**config.mk**
```make
export PLATFORM = sky130hd
export DESIGN_NAME = qvr_round
export DESIGN_NICKNAME = d
export VERILOG_FILES = /design/src/hw/rtl/qvr_pkg.sv /design/src/hw/rtl/qvr_round.sv
export SDC_FILE = /design/constraint.sdc
export NUM_CORES = 1
export LEC_CHECK = 0
export CELL_PAD_IN_SITES_DETAIL_PLACEMENT = 0
export CELL_PAD_IN_SITES_GLOBAL_PLACEMENT = 1
export CORE_AREA = 2 2 86 88
export CTS_BUF_LIST = sky130_fd_sc_hd__clkbuf_8
export DETAILED_ROUTE_END_ITERATION = 10
export DIE_AREA = 0 0 88 90
export DONT_BUFFER_PORTS = 1
export PLACE_DENSITY_LB_ADDON = 0.1
export SLEW_MARGIN = 20
export SYNTH_ARGS = -nofsm -noshare
export SYNTH_HDL_FRONTEND = slang
export SYNTH_SLANG_ARGS = --single-unit
```
**constraint.sdc**
```tcl
create_clock -name i_clk -period 2.7 [get_ports i_clk]
set_input_delay 0.27 -clock i_clk [delete_from_list [all_inputs] [get_ports i_clk]]
set_output_delay 0.27 -clock i_clk [all_outputs]
set_load 0.02 [all_outputs]
```
**src/hw/rtl/qvr_pkg.sv**
```systemverilog
`timescale 1ns / 1ps
// ----------------------------------------------------------------------------
// qvr_pkg
// Shared widths, register indexes and payload types for the quaternion
// vector rotation pipeline.
// ----------------------------------------------------------------------------
package qvr_pkg;

    localparam int VEC_W     = 16;   // vector component width
    localparam int QUAT_W    = 16;   // Q2.14 quaternion component width
    localparam int PROD1_W   = VEC_W + QUAT_W;      // v * q product
    localparam int T_W       = PROD1_W + 2;         // sum of three products
    localparam int PROD2_W   = T_W + QUAT_W;        // q * t product
    localparam int R_W       = PROD2_W + 2;         // sum of four products
    localparam int FRAC_SHIFT = 28;                  // two Q2.14 scalings
    localparam int CFG_IDX_W = 8;
    localparam int CFG_DAT_W = 16;

    localparam logic [CFG_IDX_W-1:0] REG_QUAT_W = CFG_IDX_W'(0);
    localparam logic [CFG_IDX_W-1:0] REG_QUAT_X = CFG_IDX_W'(1);
    localparam logic [CFG_IDX_W-1:0] REG_QUAT_Y = CFG_IDX_W'(2);
    localparam logic [CFG_IDX_W-1:0] REG_QUAT_Z = CFG_IDX_W'(3);

    localparam logic [QUAT_W-1:0] QUAT_ONE = QUAT_W'(16384);

    typedef struct packed {
        logic [QUAT_W-1:0] w;
        logic [QUAT_W-1:0] x;
        logic [QUAT_W-1:0] y;
        logic [QUAT_W-1:0] z;
    } t_quat;

    typedef struct packed {
        logic [VEC_W-1:0] x;
        logic [VEC_W-1:0] y;
        logic [VEC_W-1:0] z;
    } t_vec;

    typedef struct packed {
        logic [T_W-1:0] x;
        logic [T_W-1:0] y;
        logic [T_W-1:0] z;
        logic [T_W-1:0] w;
    } t_tquat;

    typedef struct packed {
        logic [R_W-1:0] x;
        logic [R_W-1:0] y;
        logic [R_W-1:0] z;
    } t_rvec;

endpackage

```
**src/hw/rtl/qvr_round.sv**
```systemverilog
`timescale 1ns / 1ps
// ----------------------------------------------------------------------------
// qvr_round
// Output stage: round-half-up shift by 2^28, saturate each component to
// 16 bits, flag any saturation. One register stage.
// ----------------------------------------------------------------------------
module qvr_round (
    input  logic                       i_clk,
    input  logic                       i_rst_n,
    input  logic                       i_valid,
    input  qvr_pkg::t_rvec             i_r,
    output logic                       o_valid,
    output logic [qvr_pkg::VEC_W-1:0]  o_x,
    output logic [qvr_pkg::VEC_W-1:0]  o_y,
    output logic [qvr_pkg::VEC_W-1:0]  o_z,
    output logic                       o_clip
);

    localparam int RW = qvr_pkg::R_W;
    localparam int EW = RW + 1;
    localparam int VW = qvr_pkg::VEC_W;
    localparam logic signed [EW-1:0] HALF   = EW'(1) <<< (qvr_pkg::FRAC_SHIFT - 1);
    localparam logic signed [EW-1:0] MAXV   = EW'((1 << (VW - 1)) - 1);
    localparam logic signed [EW-1:0] MINV   = -EW'(1 << (VW - 1));

    typedef struct packed {
        logic [VW-1:0] val;
        logic          sat;
    } t_sat;

    function automatic t_sat round_sat(input logic [RW-1:0] v);
        logic signed [EW-1:0] s;
        t_sat res;
        s = (EW'($signed(v)) + HALF) >>> qvr_pkg::FRAC_SHIFT;
        if (s > MAXV) begin
            res.val = MAXV[VW-1:0];
            res.sat = 1'b1;
        end else if (s < MINV) begin
            res.val = MINV[VW-1:0];
            res.sat = 1'b1;
        end else begin
            res.val = s[VW-1:0];
            res.sat = 1'b0;
        end
        return res;
    endfunction

    t_sat n_x, n_y, n_z;
    logic [VW-1:0] r_x, r_y, r_z;
    logic          r_clip;
    logic          r_valid;

    always_comb begin
        n_x = round_sat(i_r.x);
        n_y = round_sat(i_r.y);
        n_z = round_sat(i_r.z);
    end

    always_ff @(posedge i_clk) begin
        r_x    <= n_x.val;
        r_y    <= n_y.val;
        r_z    <= n_z.val;
        r_clip <= n_x.sat | n_y.sat | n_z.sat;
    end

    always_ff @(posedge i_clk) begin
        if (!i_rst_n) begin
            r_valid <= 1'b0;
        end else begin
            r_valid <= i_valid;
        end
    end

    assign o_valid = r_valid;
    assign o_x     = r_x;
    assign o_y     = r_y;
    assign o_z     = r_z;
    assign o_clip  = r_clip;

endmodule

```
-- After elaboration in Yosys (flattened, before gate mapping)
Cells that the tools add are included.
- bits in registers: 50
- word-level logic and storage cells: 22
- add/sub/neg operators: 3
- $lt $le $gt $ge: 6
- muxes and demuxes: 6
- bitwise logic cells: 2
- operators with widths (cell ; number):
    adder 52 x 29 -> 53 bit, second input constant ; 3
    > comparator 25 x 16 -> 1 bit, second input constant ; 3
    < comparator 25 x 16 -> 1 bit, second input constant ; 3
    two-way mux 17 bit ; 3
    two-way mux 1 bit ; 3
    OR 1 bit ; 2

-- Longest topological paths before layout
Gate-level depths: netlist of the first run.
- depth in word-level cells: 6
- gate-level depth with buffers: 11
- mapped depth without buffers: 9

-- Least setup slack after synthesis of the first run
Ideal clock, no wire load.
- kind: in2reg
- from: in i_r[79] in the netlist's numbering
- to: reg r_clip, in the netlist o_clip
- library setup time: 135 ps
- arrival: 2384 ps
- data required time: 2565 ps
- slack: 181 ps
- stages on the path: 9
- path buffers: 1
- cell sequence: ha_1 nand4_2 or4_1 clkbuf_1 xnor2_1 o41ai_1 a21oi_1 or4_1 nand4bb_1
- word-level cells in the longest chain between the ends: 6
- elaborated cells between the ends (all ways): 7
- RTL lines (element ; line ; RTL):
    from (decl) ; qvr_round.sv:11 ; input qvr_pkg::t_rvec i_r,
    adder 52 x 29 -> 53 bit * ; qvr_round.sv:34 ; s = (EW'($signed(v)) + HALF) >>> qvr_pkg::FRAC_SHIFT;
    < comparator 25 x 16 -> 1 bit ; qvr_round.sv:38 ; end else if (s < MINV) begin
    two-way mux 17 bit ; qvr_round.sv:38 ;
    two-way mux 1 bit * ; qvr_round.sv:35 ; if (s > MAXV) begin
    OR 1 bit * (2 in a row) ; qvr_round.sv:63 ; r_clip <= n_x.sat | n_y.sat | n_z.sat;
    to (signal assigned) ; qvr_round.sv:63 ;
    to (decl) ; qvr_round.sv:50 ; logic r_clip;
Mark *: on every way between the ends. The rest lies on a longest branch, timed or not.
A chain may end at the register's enable or synchronous reset.

-- Final worst setup path of the first run
- from: in i_r[37] in the netlist's numbering
- to: reg r_z[3], in the netlist o_z[3]
- word-level cells in the longest chain between the ends: 3
- elaborated cells between the ends (all ways): 4
- RTL lines (element ; line ; RTL):
    adder 52 x 29 -> 53 bit * ; qvr_round.sv:34 ;
    < comparator 25 x 16 -> 1 bit ; qvr_round.sv:38 ;
    two-way mux 17 bit ; qvr_round.sv:38 ;
    to (signal assigned) ; qvr_round.sv:62 ; r_z <= n_z.val;
    to (decl) ; qvr_round.sv:49 ; logic [VW-1:0] r_x, r_y, r_z;
Marked as above.

==> results of run 1 <==
[power breakdown]
part	total [mW]	switching, mW	leakage, nW	internal [mW]
Combinational	0.166	0.0859	0.668	0.0800
Clock	0.433	0.253	0.0493	0.180
Sequential	0.868	0.0813	0.417	0.786
[area by class of cell]
cell class	count	area, sq um	area share [%]
clock buffers	5	68.82	2.065
flip-flops and latches	50	1001	30.03
inverters	9	33.78	1.014
well taps	99	123.9	3.716
repair buffers	17	127.6	3.829
clock inverters	3	17.52	0.5255
multi-input cells	302	1961	58.82
[through the flow]
stage	instance area (sq um)	setup slack (ns)	hold slack (ns)	power, mW	std cells
after global placement	3247	-0.04469	0.3930	1.054	477
after floorplan	3035	0.1805	0.3917	1.008	371
after detailed placement	3247	-0.01194	0.3972	1.053	477
after global routing	3333	0.1471	0.07237	1.544	485
final	3333	0.2806	0.08495	1.466	485
after CTS	3333	0.2960	0.07499	1.486	485
[critical path, cell delays in order]
cell and delay (ns):
nand4_1 0.11, or4_1 0.61, nor4_1 0.32, o21bai_1 0.12, a311oi_2 0.81, o21ai_0 0.29
[worst max path at each step]
stage	cells past startpoint	endpoint	from	slack, ns
2_1_floorplan	9	o_clip	i_r[79]	0.18
4_1_cts	6	o_z[3]	i_r[37]	0.30
6_report	6	o_z[3]	i_r[37]	0.28
3_5_place_dp	6	o_z[5]	i_r[37]	-0.01
3_3_place_gp	6	o_z[5]	i_r[37]	-0.04
5_1_grt	6	o_z[3]	i_r[37]	0.15
[sequential cells by signal, summed over array words and instances, names as in the netlist]
name / cells
o_clip: 1
o_valid: 1
o_y: 16
o_z: 16
o_x: 16
[layer usage]
| layer | vias to the layer above | global-route usage, % | routed length [um] |
|---|---|---|---|
| li1 | 1385 | - | - |
| met1 | 1252 | 28.86 | 3629 |
| met2 | 122 | 28.98 | 3204 |
| met3 | 5 | 8.999 | 1040 |
| met4 | 0 | 4.615 | 70 |
| met5 | - | 0 | 0 |
[synth_stat cells (3+ instances only)]
| cell type | count | area [sq um] |
|---|---|---|
| a211oi_1 | 3 | 22.52 |
| a21oi_1 | 7 | 35.03 |
| a31oi_1 | 4 | 25.02 |
| and3_1 | 11 | 68.82 |
| and4_1 | 6 | 52.55 |
| clkbuf_1 | 8 | 30.03 |
| dfxtp_1 | 50 | 1001 |
| ha_1 | 3 | 37.54 |
| inv_1 | 9 | 33.78 |
| mux2i_1 | 5 | 50.05 |
| nand2_1 | 26 | 97.59 |
| nand3_1 | 30 | 150.1 |
| nand4_1 | 12 | 75.07 |
| nand4_2 | 3 | 37.54 |
| nand4b_1 | 5 | 43.79 |
| nor2_1 | 32 | 120.1 |
| nor2b_1 | 4 | 25.02 |
| nor3_1 | 7 | 35.03 |
| nor4_1 | 5 | 31.28 |
| o211ai_1 | 3 | 22.52 |
| o21ai_0 | 49 | 245.2 |
| or2_2 | 3 | 18.77 |
| or4_1 | 5 | 37.54 |
| xnor2_1 | 22 | 192.7 |
| xor2_1 | 24 | 210.2 |
[cell usage in the layout, fill, tap and decap left out, drive strengths merged, types with 3 or more instances in the layout]
cell type / count
ha: 3
xor2: 24
mux2i: 5
nand3: 32
nand4: 15
or4: 6
buf: 17
o21ai: 50
nand2: 26
o211ai: 3
a211oi: 3
and4: 6
nand4b: 5
and3: 11
a31oi: 5
nor2: 32
inv: 10
clkbuf: 5
nor4: 8
xnor2: 22
dfxtp: 50
a21oi: 7
nor2b: 4
nor3: 7
or2: 3
[logic make-up after synthesis]
kind of cell | after synthesis
simple gates | 165
xor+xnor | 46
mux | 6
compound gates | 82
buf+inv | 19
fa+ha+maj | 3
flops | 50
==> impl_metrics.csv, run 1 <==
group,metric,value,unit
run_status,status,"complete, no violations",
logic_synthesis,muxShareOfSynthArea,2.020,%
placed_design,gp_congestion,0.8344,
die,die_w,88,um
final_layout,drive_above_1_share,10.62,%
global_route,grt_pass1_vias,2611,
timing,worstMarginPinSlew,0.9234,ns
detailed_routing,drc,0,
clock_tree,clk_path_buf_depth,2,
die,core_area,7020,sq um
power_and_ir_drop,p_per_area,439.9,nW/um^2
setup_path,crit_arrival,2.53,ns
clock_tree,cts_sinks,50,
hold_path,hold_depth,1,
placed_design,portBuffers,0,
clock_tree,ctsResizeCount,0,
final_layout,fin_util,47.48,%
timing,timing.final.crit_share,89.61,%
placed_design,hpwl,6335,um
setup_path,cp.required,2.81,ns
power_and_ir_drop,vdd_drop_max,0.2067,mV
timing,max_freq,0.4133,GHz
logic_synthesis,synth_area,3035,sq um
die,die_h,90,um
final_layout,fillers,701,
logic_synthesis,syn_inst,371,
clock_tree,cts_tree,"built",
final_layout,area_growth,9.811,%
setup_path,critPathCaptureType,"register",
logic_synthesis,synth_xor_area_share,13.27,%
logic_synthesis,syn_nets,533,
logic_synthesis,synth-compound-area-share,16.94,%
timing,setup_tns,0,ns
detailed_routing,post_drt_wl_per_cell,16.38,um
detailed_routing,finalWirelength,7944,um
clock_tree,htree_levels,2,
detailed_routing,vias,2764,
logic_synthesis,syn_avg_cell_area,8.182,sq um
hold_path,whs_endpoint,"o_valid",
power_and_ir_drop,leakagePower,1.134,nW
timing,maxSlewViolCount,0,
clock_tree,cts_root_buffer,"clkbuf_8",
logic_synthesis,synth_edf_count,0,
hold_path,worstHoldStart,"i_valid",
logic_synthesis,synthSimpleGateAreaFrac,31.12,%
clock_tree,cts_hold_buf,0,
logic_synthesis,async_reset_ff_share,0,%
logic_synthesis,ys_types,52,
logic_synthesis,yosysWarnings,0,
global_route,grt-ovfl-total,0,
timing,period_minus_slack,2.419,ns
setup_path,setup.worst_path.start_class,"input port",
timing,setup_violations,0,
detailed_routing,drt_iter0_markers,93,
final_layout,fin_nets,547,
global_route,antenna_found_initial,1,
logic_synthesis,yosysSeqAreaShare,32.98,%
final_layout,n_antenna_cell,0,
clock_tree,cts.clk_slew.worst_paths,0.09,ns
detailed_routing,drtAntennaViolNets,0,
logic_synthesis,yosys_most_used_dff,"dfxtp_1",
timing,rsz0062_at_grt,"false",
detailed_routing,viasPerCell,5.699,
die,fp-row-count,31,
logic_synthesis,ys_ff_latch,50,
setup_path,crit_fanout,16,
logic_synthesis,synth_top_family_by_area,"simple AND/OR/NAND/NOR gates",
die,io_pins,209,
die,fp.dieArea,7920,sq um
die,start_util,43.24,%
global_route,grt_start_max_net_pins,17,
setup_path,worstSetupPathType,"input port to register",
timing,slew_headroom,38.44,%
global_route,grt_pass1_wl,13160,um
timing,hold_viol,0,
clock_tree,cts_setup_buffers,0,
detailed_routing,first_pass_iters,4,
logic_synthesis,synthAdderAreaFrac,1.237,%
job,max_cap_viol_count,0,
hold_path,hp-class,"input port to register",
clock_tree,cts_buffers,5,
global_route,gr-usage-all-layers,20.57,%
Note: power is estimated with default switching activity, not from simulation.
==> inputs of run 2 (changes only) <==
- clock period: 2.7 -> 2.5 ns (I/O delays scaled with it)
==> impl_metrics.csv, run 2 (synthesized netlist as in run 1, its figures left out) <==
group,metric,value,unit
final_layout,mostFrequentLayoutCells,"dfxtp_1 (50), o21ai_0 (49), nor2_1 (32), nand3_1 (30), nand2_1 (26)",
die,core_area,7020,sq um
clock_tree,cts_root_buffer,"clkbuf_8",
detailed_routing,post_drt_wl_per_cell,16.66,um
die,fp-row-count,31,
setup_path,setup.worst_path.start_class,"input port",
die,fp.dieArea,7920,sq um
power_and_ir_drop,cellInternalPower,1.163,mW
setup_path,crit_arrival,2.33,ns
setup_path,cp_top_family,"simple AND/OR/NAND/NOR gates",
global_route,antenna_found_initial,1,
clock_tree,cts_tree,"built",
final_layout,n_antenna_cell,0,
clock_tree,cts_sinks,50,
timing,period_minus_slack,2.148,ns
placed_design,place_area,3277,sq um
power_and_ir_drop,switching_power,0.4526,mW
final_layout,area_growth,11.09,%
placed_design,portBuffers,0,
clock_tree,clk_path_buf_depth,2,
global_route,grt-ovfl-total,0,
setup_path,cp.required,2.69,ns
clock_tree,cts_hold_buf,0,
final_layout,design_area,3372,sq um
detailed_routing,drtAntennaViolNets,0,
placed_design,hpwl,6419,um
power_and_ir_drop,p_per_area,479.2,nW/um^2
global_route,grt_pass1_vias,2691,
timing,worstMarginPinSlew,0.5794,ns
power_and_ir_drop,vdd_drop_max,0.2662,mV
setup_path,critPathCaptureType,"register",
detailed_routing,first_pass_iters,4,
timing,slew_headroom,61.08,%
timing,rsz0062_at_grt,"false",
timing,setup_violations,0,
power_and_ir_drop,total_power,1.616,mW
clock_tree,cts_buffers,5,
job,max_cap_viol_count,0,
timing,timing.final.crit_share,85.93,%
clock_tree,ctsResizeCount,0,
final_layout,final_common_cell,"dfxtp_1",
setup_path,path_cells,"ha_1, nand4_2, buf_4, nor4_4, nand2b_1, o31a_1, a32o_1, or4_1, nand4bb_1",
power_and_ir_drop,leakagePower,1.150,nW
timing,max_freq,0.4655,GHz
global_route,grt_start_max_net_pins,17,
run_status,status,"complete, no violations",
die,start_util,43.24,%
detailed_routing,viasPerCell,5.730,
hold_path,hp-class,"input port to register",
setup_path,worstSetupPathType,"input port to register",
final_layout,fin_nets,551,
power_and_ir_drop,seq_power_share,58.0,%
detailed_routing,drc,0,
setup_path,max_stage_delay,0.49,ns
setup_path,slowest_stage,"or4_1",
global_route,gr-usage-all-layers,20.52,%
global_route,grt_pass1_wl,13100,um
placed_design,gp_congestion,0.8492,
power_and_ir_drop,p_comb_share,11.6,%
timing,hold_viol,0,
die,io_pins,209,
die,die_w,88,um
timing,setup_tns,0,ns
detailed_routing,finalWirelength,8149,um
power_and_ir_drop,switching_share,28.01,%
final_layout,drive_above_1_share,11.79,%
power_and_ir_drop,clockPowerShare,30.4,%
clock_tree,htree_levels,2,
setup_path,crit_fanout,5,
clock_tree,cts_setup_buffers,0,
detailed_routing,drt_iter0_markers,124,
clock_tree,cts.clk_slew.worst_paths,0.09,ns
setup_path,crit_buf_inv,1,
timing,maxSlewViolCount,0,
detailed_routing,vias,2802,
die,die_h,90,um
## run 2: cell types whose count changed in the layout (fill, tap and decap cells not counted), sizes merged
cell      change
clkbuf        +1
buf           +4
clkinvlp      +1
clkinv        -1
inv           -1
## run 2: final timing paths
check	from	endpoint	slack [ns]	cells past startpoint
setup / recovery	i_r[79]	o_clip	0.35	9
hold / removal	i_valid	o_valid	0.07	1
## run 2: per-stage QoR
stage	hold WS, ns	std cells	utilization, %	worst slack, ns
4_1_cts	0.05616	489	48.03	0.3488
3_5_place_dp	0.3754	481	46.68	0.03258
6_report	0.06809	489	48.03	0.3519
5_1_grt	0.04531	489	48.03	0.1623
2_1_floorplan	0.3717	371	-	0.0005411
3_3_place_gp	0.3726	481	46.68	0.06155
## run 2: area by class of cell
type	instances	area (sq um)
multi-input cells	302	1961
clock inverters	2	12.51
inverters	9	33.78
clock buffers	6	82.58
repair buffers	21	157.7
flip-flops and latches	50	1001
well taps	99	123.9
fillers	730	3649
## run 2: power by group through the flow
stage	logic (mW)	registers [mW]	clock network, mW
global placement	0.185	0.958	0
floorplan	0.141	0.947	0
finish	0.187	0.937	0.492
detailed placement	0.186	0.956	0
global route	0.211	0.944	0.538
CTS	0.188	0.939	0.510
## run 2: layer usage
layer	vias to the layer above	global-route usage, %	routed length (um)
li1	1391	-	-
met2	128	29.55	3277
met4	2	4.231	73
met5	-	0	7
met1	1273	28.26	3745
met3	8	9.183	1045
==> inputs of run 3 (changes only) <==
- clock period: 2.5 -> 2.4 ns (I/O delays scaled with it)
==> impl_metrics.csv, run 3 (synthesized netlist as in run 1, its figures left out) <==
group,metric,value,unit
run_status,status,"complete, no violations",
final_layout,ff_latch_area,1001,sq um
timing,period_minus_slack,2.172,ns
placed_design,dp.cells,486,
die,fp.dieArea,7920,sq um
setup_path,crit_buf_inv,0,
final_layout,design_area,3422,sq um
clock_tree,clk_path_buf_depth,2,
setup_path,crit_top_cell,"or4_1",
final_layout,mostFrequentLayoutCells,"dfxtp_1 (50), o21ai_0 (49), nor2_1 (32), nand3_1 (30)",
timing,hold_ws,0.06746,ns
setup_path,crit_fanout,4,
placed_design,gp_congestion,0.8406,
job,max_cap_viol_count,0,
global_route,grt_start_max_net_pins,17,
clock_tree,cts_hold_buf,0,
hold_path,hp-class,"input port to register",
power_and_ir_drop,leakagePower,1.171,nW
detailed_routing,vias,2794,
clock_tree,cts_root_buffer,"clkbuf_8",
clock_tree,cts_setup_buffers,0,
setup_path,path_cells,"ha_4, nand4_4, or4_1, xnor2_1, o41ai_1, a21oi_1, or4_1, nand4bb_1",
placed_design,portBuffers,0,
clock_tree,cts_tree,"built",
final_layout,n_antenna_cell,0,
detailed_routing,finalWirelength,8072,um
die,fp-row-count,31,
setup_path,cp_top_family,"simple AND/OR/NAND/NOR gates",
power_and_ir_drop,total_power,1.658,mW
clock_tree,cts_buffers,5,
placed_design,place_area,3336,sq um
setup_path,crit_arrival,2.36,ns
clock_tree,ctsResizeCount,0,
final_layout,fillers,689,
global_route,gr-usage-all-layers,20.88,%
detailed_routing,drt_iter0_markers,88,
global_route,antenna_found_initial,0,
detailed_routing,drc,0,
timing,slew_headroom,57.16,%
timing,worstMarginPinSlew,0.6377,ns
global_route,top_usage_layer,"met2",
detailed_routing,first_pass_iters,4,
timing,setup_violations,0,
timing,rsz0062_at_grt,"false",
timing,max_freq,0.4605,GHz
final_layout,fin_nets,556,
die,die_h,90,um
global_route,grt_use_met3,7.438,%
detailed_routing,post_drt_wl_per_cell,16.34,um
global_route,use_met2,32.07,%
timing,hold_viol,0,
placed_design,hpwl,6564,um
setup_path,max_stage_delay,0.53,ns
final_layout,final_common_cell,"dfxtp_1",
setup_path,cp.required,2.58,ns
die,start_util,43.24,%
final_layout,drive_above_1_share,12.91,%
setup_path,critPathCaptureType,"register",
setup_path,worstSetupPathType,"input port to register",
global_route,grt_pass1_vias,2717,
global_route,grt-ovfl-total,0,
power_and_ir_drop,p_per_area,484.5,nW/um^2
detailed_routing,drtAntennaViolNets,0,
timing,timing.final.crit_share,90.49,%
detailed_routing,viasPerCell,5.656,
final_layout,fin_cells,494,
clock_tree,cts.clk_slew.worst_paths,0.09,ns
setup_path,setup.worst_path.start_class,"input port",
global_route,grt_pass1_wl,13310,um
timing,setup_tns,0,ns
final_layout,area_growth,12.74,%
die,io_pins,209,
power_and_ir_drop,vdd_drop_max,0.2310,mV
die,die_w,88,um
global_route,met1_usage,27.88,%
clock_tree,cts_sinks,50,
setup_path,slowest_stage,"or4_1",
final_layout,multi_input_comb_area,1982,sq um
clock_tree,htree_levels,2,
timing,maxSlewViolCount,0,
die,core_area,7020,sq um
[run 3: cell types whose count changed in the layout (fill, tap and decap cells not counted), sizes merged]
cell / before / now
clkbuf: 6 / 5
buf: 21 / 26
clkinv: 1 / 2
clkinvlp: 1 / 0
inv: 9 / 10
[run 3: through the flow]
| stage | setup slack (ns) | util, % |
|---|---|---|
| after detailed placement | -0.1042 | 47.51 |
| final | 0.2283 | 48.74 |
| after global routing | 0.06346 | 48.74 |
| after CTS | 0.2089 | 48.74 |
| after global placement | -0.02182 | 47.51 |
| after floorplan | 0.05868 | - |
[run 3: area by class of cell]
cell class	count	share of cell area, %
multi-input cells	302	57.92
flip-flops and latches	50	29.25
repair buffers	26	5.704
well taps	99	3.620
clock buffers	5	2.011
inverters	9	0.9872
clock inverters	3	0.5119
[run 3: final timing paths]
path,startpoint,to,slack (ns),depth (start not counted)
min,i_valid,o_valid,0.07,1
max,i_r[79],o_clip,0.23,8
[run 3: per-layer routing]
layer  vias to the layer above  routed length, um
met1                      1259               3541
li1                       1403                  -
met2                       124               3571
met3                         8                856
met5                         -                  0
met4                         0                102
[run 3: power breakdown]
group,internal (mW),switching (mW)
registers,0.885,0.0925
clock network,0.202,0.278
logic,0.100,0.101
total,1.19,0.471
